==> src/rtl/core/package_stanza_field_locator_unit_assert.svh <==
// Assertion helpers for the stanza field locator.
// Define ASSERT_OFF to compile the checks away.
`ifndef PACKAGE_STANZA_FIELD_LOCATOR_UNIT_ASSERT_SVH
`define PACKAGE_STANZA_FIELD_LOCATOR_UNIT_ASSERT_SVH

`ifndef ASSERT_OFF
`define PSFL_ASSERT(lbl, clk, rstn, prop) \
	lbl: assert property (@(posedge clk) disable iff (!(rstn)) prop) \
		else $error("psfl: assertion failed");
`define PSFL_ASSERT_NEVER(lbl, clk, rstn, cond) \
	lbl: assert property (@(posedge clk) disable iff (!(rstn)) !(cond)) \
		else $error("psfl: forbidden condition");
`else
`define PSFL_ASSERT(lbl, clk, rstn, prop)
`define PSFL_ASSERT_NEVER(lbl, clk, rstn, cond)
`endif

`endif

==> src/rtl/core/psfl_pkg.sv <==
package psfl_pkg;

	localparam int OUT_W = 32;

	typedef enum logic [2:0] {
		PH_RESET,
		PH_NLINE,
		PH_PDATA,
		PH_EXPECT,
		PH_DELIM,
		PH_VER,
		PH_PKG,
		PH_STAT
	} phase_t;

	typedef enum logic [1:0] {
		KW_NONE,
		KW_VER,
		KW_PKG,
		KW_STAT
	} kw_t;

	typedef enum logic [2:0] {
		ERR_NONE,
		ERR_NO_NAME,
		ERR_NO_VER,
		ERR_DUP_PKG,
		ERR_DUP_VER,
		ERR_DUP_STAT,
		ERR_UNTERM
	} err_t;

	localparam logic [7:0] CH_NL  = 8'h0A;
	localparam logic [7:0] CH_SP  = 8'h20;
	localparam logic [7:0] CH_TAB = 8'h09;
	localparam logic [7:0] CH_CR  = 8'h0D;
	localparam logic [7:0] CH_V   = 8'h56;
	localparam logic [7:0] CH_P   = 8'h50;
	localparam logic [7:0] CH_S   = 8'h53;

	// keyword tails after the leading capital, zero padded
	localparam logic [0:7][7:0]  KW_VER_TXT  = {"ersion:", 8'h00};
	localparam logic [0:7][7:0]  KW_PKG_TXT  = {"ackage:", 8'h00};
	localparam logic [0:15][7:0] KW_STAT_TXT = {"tatus: install ", 8'h00};

	localparam logic [3:0] KW_SHORT_LEN = 4'd7;
	localparam logic [3:0] KW_STAT_LEN  = 4'd15;

	// classified input beat
	typedef struct packed {
		logic [7:0] data;
		logic       last;
		logic       nl;
		logic       ws;
		kw_t        kw;
	} item_t;

	typedef struct packed {
		logic             is_error;
		err_t             code;
		logic [OUT_W-1:0] name_off;
		logic [OUT_W-1:0] name_len;
		logic [OUT_W-1:0] ver_off;
		logic [OUT_W-1:0] ver_len;
		logic             has_status;
	} res_t;

	function automatic logic [3:0] kw_len(kw_t k);
		return (k == KW_STAT) ? KW_STAT_LEN : KW_SHORT_LEN;
	endfunction

	function automatic logic [7:0] kw_char(kw_t k, logic [3:0] idx);
		logic [7:0] c;
		unique case (k)
			KW_VER:  c = KW_VER_TXT[idx[2:0]];
			KW_PKG:  c = KW_PKG_TXT[idx[2:0]];
			KW_STAT: c = KW_STAT_TXT[idx];
			default: c = 8'h00;
		endcase
		return c;
	endfunction

endpackage

==> src/rtl/core/psfl_front.sv <==
module psfl_front #(
	parameter int POS_BITS = 32
) (
	input  logic                clk,
	input  logic                arst_n,
	input  logic                in_valid,
	input  logic [7:0]          in_data,
	input  logic                in_last,
	input  logic                q_full,
	output logic                in_ready,
	output logic                q_push,
	output psfl_pkg::item_t     q_item,
	output logic [POS_BITS-1:0] q_pos
);
	import psfl_pkg::*;

	logic [POS_BITS-1:0] pos_q;

	assign in_ready = !q_full;
	assign q_push   = in_valid && !q_full;
	assign q_pos    = pos_q;

	always_comb begin
		q_item.data = in_data;
		q_item.last = in_last;
		q_item.nl   = (in_data == CH_NL);
		q_item.ws   = (in_data == CH_SP) || ((in_data >= CH_TAB) && (in_data <= CH_CR));
		unique case (in_data)
			CH_V:    q_item.kw = KW_VER;
			CH_P:    q_item.kw = KW_PKG;
			CH_S:    q_item.kw = KW_STAT;
			default: q_item.kw = KW_NONE;
		endcase
	end

	// stream position restarts after the final beat
	always_ff @(posedge clk or negedge arst_n) begin
		if (!arst_n) begin
			pos_q <= '0;
		end else if (q_push) begin
			pos_q <= in_last ? '0 : pos_q + 1'b1;
		end
	end

endmodule

==> src/rtl/core/psfl_fifo.sv <==
module psfl_fifo #(
	parameter int W     = 8,
	parameter int DEPTH = 4
) (
	input  logic         clk,
	input  logic         arst_n,
	input  logic         push,
	input  logic [W-1:0] wdata,
	input  logic         pop,
	output logic         full,
	output logic         valid,
	output logic [W-1:0] rdata
);
	localparam int PW = (DEPTH > 1) ? $clog2(DEPTH) : 1;
	localparam int CW = $clog2(DEPTH + 1);
	localparam logic [PW-1:0] LAST_PTR = PW'(DEPTH - 1);
	localparam logic [CW-1:0] FULL_CNT = CW'(DEPTH);

	logic [W-1:0]  mem [DEPTH];
	logic [PW-1:0] wr_ptr_q;
	logic [PW-1:0] rd_ptr_q;
	logic [CW-1:0] count_q;

	assign full  = (count_q == FULL_CNT);
	assign valid = (count_q != '0);
	assign rdata = mem[rd_ptr_q];

	always_ff @(posedge clk) begin
		if (push) begin
			mem[wr_ptr_q] <= wdata;
		end
	end

	always_ff @(posedge clk or negedge arst_n) begin
		if (!arst_n) begin
			wr_ptr_q <= '0;
			rd_ptr_q <= '0;
			count_q  <= '0;
		end else begin
			if (push) begin
				wr_ptr_q <= (wr_ptr_q == LAST_PTR) ? '0 : wr_ptr_q + 1'b1;
			end
			if (pop) begin
				rd_ptr_q <= (rd_ptr_q == LAST_PTR) ? '0 : rd_ptr_q + 1'b1;
			end
			if (push && !pop) begin
				count_q <= count_q + 1'b1;
			end else if (pop && !push) begin
				count_q <= count_q - 1'b1;
			end
		end
	end

endmodule

==> src/rtl/core/psfl_back.sv <==
`include "package_stanza_field_locator_unit_assert.svh"

module psfl_back #(
	parameter int POS_BITS = 32
) (
	input  logic                clk,
	input  logic                arst_n,
	input  logic                cfg_we,
	input  logic                cfg_wdata,
	input  logic                q_valid,
	input  psfl_pkg::item_t     q_item,
	input  logic [POS_BITS-1:0] q_pos,
	output logic                q_pop,
	output logic                out_valid,
	input  logic                out_ready,
	output psfl_pkg::res_t      out_res
);
	import psfl_pkg::*;

	logic                mode_q;
	phase_t              phase_q,  phase_n;
	logic [3:0]          match_q,  match_n;
	kw_t                 pkw_q,    pkw_n;
	logic [POS_BITS-1:0] vstart_q, vstart_n;
	logic [POS_BITS-1:0] nstart_q, nstart_n;
	logic [POS_BITS-1:0] nspan_q,  nspan_n;
	logic                nseen_q,  nseen_n;
	logic [POS_BITS-1:0] rstart_q, rstart_n;
	logic [POS_BITS-1:0] rspan_q,  rspan_n;
	logic                rseen_q,  rseen_n;
	logic                sseen_q,  sseen_n;
	logic                ehold_q,  ehold_n;

	logic                back_rdy;
	logic                err_c;
	err_t                ecode_c;
	logic                res_v;
	res_t                res;
	logic [3:0]          klen;
	logic [3:0]          midx_inc;
	logic [POS_BITS-1:0] span_c;
	logic                out_valid_q;
	res_t                out_res_q;

	assign back_rdy  = !out_valid_q || out_ready;
	assign q_pop     = q_valid && back_rdy;
	assign out_valid = out_valid_q;
	assign out_res   = out_res_q;

	assign klen     = kw_len(pkw_q);
	assign midx_inc = match_q + 1'b1;
	assign span_c   = q_pos - vstart_q;

	always_comb begin
		phase_n  = phase_q;
		match_n  = match_q;
		pkw_n    = pkw_q;
		vstart_n = vstart_q;
		nstart_n = nstart_q;
		nspan_n  = nspan_q;
		nseen_n  = nseen_q;
		rstart_n = rstart_q;
		rspan_n  = rspan_q;
		rseen_n  = rseen_q;
		sseen_n  = sseen_q;
		ehold_n  = ehold_q;
		err_c    = 1'b0;
		ecode_c  = ERR_NONE;
		res_v    = 1'b0;
		res      = '0;

		if (q_pop) begin
			if (!ehold_q) begin
				if (q_item.nl) begin
					unique case (phase_q)
						PH_RESET: ;
						PH_NLINE: begin
							// blank line closes the record
							if (!nseen_q || nspan_q == '0) begin
								err_c   = 1'b1;
								ecode_c = ERR_NO_NAME;
							end else if ((!rseen_q || rspan_q == '0) && !mode_q) begin
								err_c   = 1'b1;
								ecode_c = ERR_NO_VER;
							end else begin
								if (!mode_q || sseen_q) begin
									res_v          = 1'b1;
									res.name_off   = OUT_W'(nstart_q);
									res.name_len   = OUT_W'(nspan_q);
									res.ver_off    = OUT_W'(rstart_q);
									res.ver_len    = OUT_W'(rspan_q);
									res.has_status = sseen_q;
								end
								nstart_n = '0;
								nspan_n  = '0;
								nseen_n  = 1'b0;
								rstart_n = '0;
								rspan_n  = '0;
								rseen_n  = 1'b0;
								sseen_n  = 1'b0;
								phase_n  = PH_RESET;
							end
						end
						PH_PKG: begin
							if (nseen_q) begin
								err_c   = 1'b1;
								ecode_c = ERR_DUP_PKG;
							end else begin
								nstart_n = vstart_q;
								nspan_n  = span_c;
								nseen_n  = 1'b1;
								phase_n  = PH_NLINE;
							end
						end
						PH_VER: begin
							if (rseen_q) begin
								err_c   = 1'b1;
								ecode_c = ERR_DUP_VER;
							end else begin
								rstart_n = vstart_q;
								rspan_n  = span_c;
								rseen_n  = 1'b1;
								phase_n  = PH_NLINE;
							end
						end
						PH_STAT: begin
							if (sseen_q) begin
								err_c   = 1'b1;
								ecode_c = ERR_DUP_STAT;
							end else begin
								sseen_n = 1'b1;
								phase_n = PH_NLINE;
							end
						end
						default: phase_n = PH_NLINE;
					endcase
				end else begin
					unique case (phase_q)
						PH_RESET, PH_NLINE: begin
							match_n = '0;
							if (q_item.kw != KW_NONE) begin
								phase_n = PH_EXPECT;
								pkw_n   = q_item.kw;
							end else begin
								phase_n = PH_PDATA;
							end
						end
						PH_EXPECT: begin
							if (match_q < klen && q_item.data == kw_char(pkw_q, match_q)) begin
								match_n = midx_inc;
								if (midx_inc >= klen) begin
									phase_n  = PH_DELIM;
									vstart_n = q_pos + 1'b1;
								end
							end else begin
								phase_n = PH_PDATA;
							end
						end
						PH_DELIM: begin
							if (q_item.ws) begin
								vstart_n = vstart_q + 1'b1;
							end else begin
								unique case (pkw_q)
									KW_VER:  phase_n = PH_VER;
									KW_PKG:  phase_n = PH_PKG;
									default: phase_n = PH_STAT;
								endcase
							end
						end
						default: ;
					endcase
				end
			end

			// final beat: flag an open record, then return to reset
			if (q_item.last) begin
				if (!res_v && !err_c && !ehold_q && phase_n != PH_RESET) begin
					err_c   = 1'b1;
					ecode_c = ERR_UNTERM;
				end
				phase_n  = PH_RESET;
				match_n  = '0;
				pkw_n    = KW_NONE;
				vstart_n = '0;
				nstart_n = '0;
				nspan_n  = '0;
				nseen_n  = 1'b0;
				rstart_n = '0;
				rspan_n  = '0;
				rseen_n  = 1'b0;
				sseen_n  = 1'b0;
			end

			if (err_c) begin
				res_v        = 1'b1;
				res          = '0;
				res.is_error = 1'b1;
				res.code     = ecode_c;
			end
			ehold_n = (ehold_q || err_c) && !q_item.last;
		end
	end

	always_ff @(posedge clk or negedge arst_n) begin
		if (!arst_n) begin
			mode_q   <= 1'b0;
			phase_q  <= PH_RESET;
			match_q  <= '0;
			pkw_q    <= KW_NONE;
			vstart_q <= '0;
			nstart_q <= '0;
			nspan_q  <= '0;
			nseen_q  <= 1'b0;
			rstart_q <= '0;
			rspan_q  <= '0;
			rseen_q  <= 1'b0;
			sseen_q  <= 1'b0;
			ehold_q  <= 1'b0;
		end else begin
			if (cfg_we) begin
				mode_q <= cfg_wdata;
			end
			phase_q  <= phase_n;
			match_q  <= match_n;
			pkw_q    <= pkw_n;
			vstart_q <= vstart_n;
			nstart_q <= nstart_n;
			nspan_q  <= nspan_n;
			nseen_q  <= nseen_n;
			rstart_q <= rstart_n;
			rspan_q  <= rspan_n;
			rseen_q  <= rseen_n;
			sseen_q  <= sseen_n;
			ehold_q  <= ehold_n;
		end
	end

	always_ff @(posedge clk or negedge arst_n) begin
		if (!arst_n) begin
			out_valid_q <= 1'b0;
		end else if (back_rdy) begin
			out_valid_q <= res_v;
		end
	end

	always_ff @(posedge clk) begin
		if (back_rdy && res_v) begin
			out_res_q <= res;
		end
	end

	`PSFL_ASSERT(a_err_has_code, clk, arst_n, (out_valid_q && out_res_q.is_error) |-> (out_res_q.code != ERR_NONE))
	`PSFL_ASSERT(a_rec_has_name, clk, arst_n, (out_valid_q && !out_res_q.is_error) |-> (out_res_q.code == ERR_NONE && nseen_q == 1'b0))
	`PSFL_ASSERT(a_last_clears, clk, arst_n, (q_pop && q_item.last) |=> (phase_q == PH_RESET && !ehold_q && !nseen_q && !rseen_q && !sseen_q))
	`PSFL_ASSERT_NEVER(a_kw_pending, clk, arst_n, (phase_q == PH_EXPECT || phase_q == PH_DELIM || phase_q == PH_VER || phase_q == PH_PKG || phase_q == PH_STAT) && pkw_q == KW_NONE)

endmodule

==> src/rtl/core/package_stanza_field_locator_unit.sv <==
// Package stanza field locator.
// Input stream (s_*): one text byte per beat in s_tdata, s_tlast marks the
// final byte of a file. Output stream (m_*): one beat per completed record
// or parse error; m_tuser is the error flag, m_tdata carries the code and
// the byte offsets and lengths of the Package and Version values.
// cfg_we/cfg_wdata set status mode (installed-status file); write it only
// while the block is idle.
// Throughput: one byte per cycle while m_tready is not stalling. Each byte
// is one step of the parser state machine in the back end; the front end
// tags bytes with their stream position and pushes them into a four-entry
// queue. A result is registered onto m_* after the byte that closes the
// record (or raises the error) leaves the queue and is parsed; bytes still
// queued ahead of it are parsed first.
// Reset clears the parse state, position counter, queue and status mode.
// A stalled m_tready holds the output beat; the queue absorbs up to four
// more bytes before s_tready drops. No clearing pass after reset.
module package_stanza_field_locator_unit #(
	parameter int POS_BITS = 32
) (
	input  logic         clk,
	input  logic         arst_n,
	input  logic         s_tvalid,
	output logic         s_tready,
	input  logic [7:0]   s_tdata,   // [7:0] data_byte
	input  logic         s_tlast,   // last_byte
	output logic         m_tvalid,
	input  logic         m_tready,
	// [2:0] error_code, [34:3] name_offset, [66:35] name_length,
	// [98:67] version_offset, [130:99] version_length, [131] has_status
	output logic [135:0] m_tdata,
	output logic         m_tuser,   // is_error
	input  logic         cfg_we,
	input  logic         cfg_wdata
);
	import psfl_pkg::*;

	localparam int QDEPTH = 4;
	localparam int IW     = $bits(item_t);
	localparam int QW     = IW + POS_BITS;

	logic                q_push;
	logic                q_full;
	logic                q_valid;
	logic                q_pop;
	item_t               fe_item;
	logic [POS_BITS-1:0] fe_pos;
	logic [QW-1:0]       q_rdata;
	item_t               be_item;
	logic [POS_BITS-1:0] be_pos;
	res_t                res;

	psfl_front #(.POS_BITS(POS_BITS)) u_front (
		.clk      (clk),
		.arst_n   (arst_n),
		.in_valid (s_tvalid),
		.in_data  (s_tdata),
		.in_last  (s_tlast),
		.q_full   (q_full),
		.in_ready (s_tready),
		.q_push   (q_push),
		.q_item   (fe_item),
		.q_pos    (fe_pos)
	);

	psfl_fifo #(.W(QW), .DEPTH(QDEPTH)) u_queue (
		.clk    (clk),
		.arst_n (arst_n),
		.push   (q_push),
		.wdata  ({fe_pos, fe_item}),
		.pop    (q_pop),
		.full   (q_full),
		.valid  (q_valid),
		.rdata  (q_rdata)
	);

	assign be_item = item_t'(q_rdata[IW-1:0]);
	assign be_pos  = q_rdata[QW-1:IW];

	psfl_back #(.POS_BITS(POS_BITS)) u_back (
		.clk       (clk),
		.arst_n    (arst_n),
		.cfg_we    (cfg_we),
		.cfg_wdata (cfg_wdata),
		.q_valid   (q_valid),
		.q_item    (be_item),
		.q_pos     (be_pos),
		.q_pop     (q_pop),
		.out_valid (m_tvalid),
		.out_ready (m_tready),
		.out_res   (res)
	);

	assign m_tuser = res.is_error;
	assign m_tdata = {4'b0000, res.has_status, res.ver_len, res.ver_off,
		res.name_len, res.name_off, res.code};

endmodule

==> config.mk <==
export PLATFORM = sky130hd
export DESIGN_NAME = package_stanza_field_locator_unit
export DESIGN_NICKNAME = d
export VERILOG_FILES = /design/src/rtl/core/psfl_pkg.sv /design/src/rtl/core/psfl_front.sv /design/src/rtl/core/psfl_fifo.sv /design/src/rtl/core/psfl_back.sv /design/src/rtl/core/package_stanza_field_locator_unit.sv
export VERILOG_INCLUDE_DIRS = /design/src /design/src/rtl/core
export SDC_FILE = /design/constraint.sdc
export NUM_CORES = 1
export LEC_CHECK = 0
export ABC_CLOCK_PERIOD_IN_PS = 13200
export BUFFER_PORTS_ARGS = -buffer_cell sky130_fd_sc_hd__clkbuf_2
export CAP_MARGIN = 0
export CORE_MARGIN = 4
export CORE_UTILIZATION = 38
export CTS_CLUSTER_DIAMETER = 120
export DETAILED_ROUTE_END_ITERATION = 10
export GPL_TIMING_DRIVEN = 0
export RECOVER_POWER = 50
export SYNTH_ARGS = -nofsm -noshare
export SYNTH_HDL_FRONTEND = slang
export SYNTH_SLANG_ARGS = --single-unit
==> constraint.sdc <==
create_clock -name clk -period 13.2 [get_ports clk]
set_input_delay 0 -clock clk [delete_from_list [all_inputs] [get_ports clk]]
set_output_delay 0 -clock clk [all_outputs]
set_load 0.05 [all_outputs]
==> results.tsv <==
stage	metric	value	unit
sta	setup repair after global routing missed its margin	no	
clocking	Clock Tree Buf Depth	3	
run_status	run status	finished with violations	
layout	number of fill cells	5631	
sta	post-route fraction of the period consumed by the critical path	0.438	
worst_setup_path	r2r endpoint	u_back.vstart_q[16]	
floorplan	die outline area	67200	µm²
sta	Final Critical Period	5.78	ns
yosys	fraction of registers with async set or reset after synthesis	0.406	
sta	measured slew at the worst slew-check pin	4.48	ns
layout	Area Growth Syn to Fin	15.1	%
worst_setup_path	WP data required	13.69	ns
layout	layout cell share with drive strength beyond 1	0.0759	
global_route	number of global-route vias before repair	15985	
worst_setup_path	library cell contributing the largest single delay on the critical path	sky130_fd_sc_hd__clkbuf_1	
worst_setup_path	Critical Path, Cell by Cell	buf_2 > or3b_1 > buf_2 > buf_4 > buf_2 > clkbuf_1 > clkbuf_1 > clkbuf_1 > nand2_1 > o21ai_0 > ha_1 > nand3_1 > o21ai_1 > and2_1 > buf_2 > nand2_1 > or3_1 > mux2i_1 > o22ai_1 > a22o_1	
sta	worst clock skew	0.0268	ns
sta	worst slew margin relative to its limit	-1.99	
worst_setup_path	crit start category	register	
clocking	clk_lat worst skew	0.62	ns
worst_setup_path	critical path start-end classification	reg -> reg	
floorplan	die width	259	µm
layout	Inserted Diodes	0	
yosys	Synth Instances	1927	
routing	DRC violations left	0	
worst_setup_path	flop-to-flop setup slack	7.42	ns
clocking	CTS tree	built	
placed_design	dpl hpwl	43.5	mm
worst_setup_path	largest stage delay on the critical path	0.55	ns
floorplan	core footprint	62100	µm²
worst_setup_path	cell repeated most along the worst path	sky130_fd_sc_hd__buf_2	
yosys	syn avg cell area	12.4	µm²
routing	total detailed-routing wirelength	60.3	mm
yosys	number of enable-type register cells in the synthesized netlist	313	
worst_setup_path	Reg2Reg Depth	20	
worst_hold_path	hold path startpoint	cfg_we	
global_route	GR Overflow Total	0	
placed_design	number of buffers inserted by port buffering	149	
yosys	mapped cell area	24000	µm²
sta	final-report setup violation count	0	
clocking	Post CTS Setup Buffer Count	0	
floorplan	ports placed on the boundary	154	
routing	count of routing violations after the opening detailed-route iteration	1435	
yosys	Yosys warning total	0	
sta	Slew Limit Fails	117	
yosys	count of different cell masters after synthesis	76	
global_route	maximum number of pins on one net before global-route repair	100	
clocking	Clock transition at path regs	0.07	ns
global_route	wire length of the first global-routing pass	93.8	mm
floorplan	initial core utilization	0.386	
routing	detail-routed net length per standard cell	19.8	µm
clocking	# resized after CTS	0	
worst_setup_path	data arrival time at the worst-slack endpoint	6.27	ns
clocking	number of clock sinks seen by CTS	527	
floorplan	Vert. Die Dim	259	µm
worst_hold_path	hold path depth	3	
worst_setup_path	Reg-to-Reg Start	u_back.phase_q[1]	
clocking	CTS H-tree lvls	2	
yosys	number of storage elements in the synthesis netlist	527	
clocking	cell at the root of the clock tree	sky130_fd_sc_hd__clkbuf_16	
routing	count of vias placed by the detailed router	16100	
yosys	Synth top area share	0.392	
worst_hold_path	hold crit path type	in -> reg	
yosys	post-synthesis sequential area ratio	0.615	
floorplan	cell row count	91	
sta	Final Hold Vio Count	0	
worst_setup_path	critical path peak fanout	10	
routing	remaining number of nets flagged by the antenna check after routing	0	
layout	fin nets	2220	
yosys	largest area contributor in the netlist	sky130_fd_sc_hd__edfxtp_1	
sta	maximum clock frequency	173	MHz
global_route	number of antenna violations at the first check in global routing	0	
yosys	top cells by area, synth	sky130_fd_sc_hd__edfxtp_1, sky130_fd_sc_hd__dfrtp_1, sky130_fd_sc_hd__and2_1, sky130_fd_sc_hd__nand2_1, sky130_fd_sc_hd__o21ai_0	
worst_setup_path	instance count on the critical path	20	
worst_setup_path	crit end category	register	
worst_setup_path	number of buffers and inverters on the critical path	8	
clocking	number of CTS-inserted buffers	53	
run_status	violated checks	max-capacitance violations, max-slew violations	
routing	Via density	5.30	
job	Maximum Capacitance Violations	2	
sta	Total Negative Setup Slacks	0	ns
worst_hold_path	sink of the worst hold path	u_back.mode_q	
routing	Initial DRT Pass Iterations	5	
yosys	ys flop type	sky130_fd_sc_hd__edfxtp_1	
worst_setup_path	dominant delay contributor by cell family on the critical path	buffers and inverters	
placed_design	routability congestion estimate from global placement	0.905	
global_route	combined global-route utilization of all metal layers	0.177	
==> metrics by stage <==
stage          hold slack (ns)  instances   util  instance area, µm²  setup WS [ns]
3_5_place_dp           -0.0387       2923  0.418               26000           7.58
3_3_place_gp             0.239       2916  0.416               25800           5.66
4_1_cts                  0.150       3038  0.449               27900           7.56
2_1_floorplan           -0.296       1930      -               24000           7.37
6_report                 0.186       3038  0.445               27600           7.42
5_1_grt                  0.182       3038  0.445               27600           7.10
==> worst min-delay path, stage by stage <==
cell and delay [ns]:
sky130_fd_sc_hd__clkbuf_2 0.08, sky130_fd_sc_hd__mux2_2 0.14, sky130_fd_sc_hd__dlygate4sd3_1 0.54
==> final cells by class <==
type / count / area (µm²) / area share
Tap cell: 837 / 1050 / 0.0379
Timing Repair Buffer: 172 / 858 / 0.0311
Clock inverter: 28 / 267 / 0.00965
Clock buffer: 71 / 1450 / 0.0523
Sequential cell: 527 / 14800 / 0.534
Inverter: 57 / 214 / 0.00775
Buffer: 97 / 459 / 0.0166
Multi-Input combinational cell: 1249 / 8570 / 0.310
==> worst max path at each step <==
stage / start / slack (ns) / endpoint
finish: u_back.phase_q[1] / 7.42 / u_back.vstart_q[16]
global placement: u_queue.rd_ptr_q[1] / 5.66 / u_back.out_res[107]
floorplan: u_back.match_q[1] / 7.37 / u_back.out_res[0]
CTS: u_back.phase_q[1] / 7.56 / u_back.vstart_q[16]
detailed placement: u_back.phase_q[1] / 7.58 / u_back.vstart_q[16]
global route: u_back.phase_q[1] / 7.10 / u_back.vstart_q[16]
==> sequential cells by signal, summed over array words and instances (netlist names), 2 cells and up <==
name              cells
u_back.match_q        4
u_back.nspan_q       32
u_back.nstart_q      32
u_back.out_res      133
u_back.phase_q        3
u_back.pkw_q          2
u_back.rspan_q       32
u_back.rstart_q      32
u_back.vstart_q      32
u_front.q_pos        32
u_queue.count_q       3
u_queue.mem         180
u_queue.rd_ptr_q      2
u_queue.wr_ptr_q      2
==> cell usage in the layout, fill, tap and decap left out, types with 15 or more instances in the layout <==
cell and count:
sky130_fd_sc_hd__a22o_1 62, sky130_fd_sc_hd__inv_1 55, sky130_fd_sc_hd__dfrtp_1 214, sky130_fd_sc_hd__nand2_1 196, sky130_fd_sc_hd__and2_1 147, sky130_fd_sc_hd__nor3_1 24
sky130_fd_sc_hd__buf_2 17, sky130_fd_sc_hd__nor2_1 115, sky130_fd_sc_hd__nor4_1 22, sky130_fd_sc_hd__xor2_1 40, sky130_fd_sc_hd__clkbuf_16 54, sky130_fd_sc_hd__a31oi_1 15
sky130_fd_sc_hd__dlygate4sd3_1 15, sky130_fd_sc_hd__mux4_2 29, sky130_fd_sc_hd__ha_1 46, sky130_fd_sc_hd__edfxtp_1 313, sky130_fd_sc_hd__mux2i_1 36, sky130_fd_sc_hd__nand4_1 32
sky130_fd_sc_hd__a21oi_1 69, sky130_fd_sc_hd__clkbuf_1 224, sky130_fd_sc_hd__xnor2_1 36, sky130_fd_sc_hd__mux4_1 15, sky130_fd_sc_hd__nand3_1 29, sky130_fd_sc_hd__o21ai_0 137
==> synth_stat cells, types with 9 or more instances <==
master	instances
sky130_fd_sc_hd__or3_1	12
sky130_fd_sc_hd__dfrtp_1	214
sky130_fd_sc_hd__clkbuf_1	64
sky130_fd_sc_hd__nor2b_1	9
sky130_fd_sc_hd__nor3_1	24
sky130_fd_sc_hd__nand4_1	32
sky130_fd_sc_hd__edfxtp_1	313
sky130_fd_sc_hd__nand2_1	196
sky130_fd_sc_hd__nand3_1	29
sky130_fd_sc_hd__xnor2_1	36
sky130_fd_sc_hd__and2_1	147
sky130_fd_sc_hd__mux4_1	15
sky130_fd_sc_hd__buf_2	17
sky130_fd_sc_hd__o21ai_0	137
sky130_fd_sc_hd__ha_1	46
sky130_fd_sc_hd__nor2_1	115
sky130_fd_sc_hd__inv_1	55
sky130_fd_sc_hd__mux2i_1	36
sky130_fd_sc_hd__and3_1	10
sky130_fd_sc_hd__nor4_1	22
sky130_fd_sc_hd__a21o_1	11
sky130_fd_sc_hd__o31ai_1	13
sky130_fd_sc_hd__a211oi_1	9
sky130_fd_sc_hd__xor2_1	40
sky130_fd_sc_hd__nand2b_1	11
sky130_fd_sc_hd__mux4_2	29
sky130_fd_sc_hd__a31oi_1	15
sky130_fd_sc_hd__a21oi_1	69
sky130_fd_sc_hd__a22o_1	62
==> layer usage <==
metal | up-vias | wire length, µm | global-route usage
met2 | 511 | 28600 | 0.293
met4 | 0 | 1550 | 0.0496
li1 | 7565 | - | -
met1 | 7932 | 26600 | 0.243
met3 | 92 | 3500 | 0.0309
met5 | - | 0 | 0
==> cells by family after synthesis <==
family | count (synthesis) | synth area share
AOI/OAI and AO/OA | 388 | 0.104
buffers and inverters | 154 | 0.0281
muxes | 86 | 0.0615
and+or+nand+nor | 647 | 0.137
adders and majority gates | 48 | 0.0257
xor gates and xnor gates | 76 | 0.0278
other | 1 | 0.000156
DFF | 527 | 0.615
==> timing repair <==
action | 4_1_cts | 5_1_grt
endpoints found under the setup margin | 0 | 0
hold endpoints to repair | 180 | 0
hold buffers | 16 | 0
Power is not shown: default switching activity piles up to over one toggle a cycle in this logic, so the estimate is an artifact.
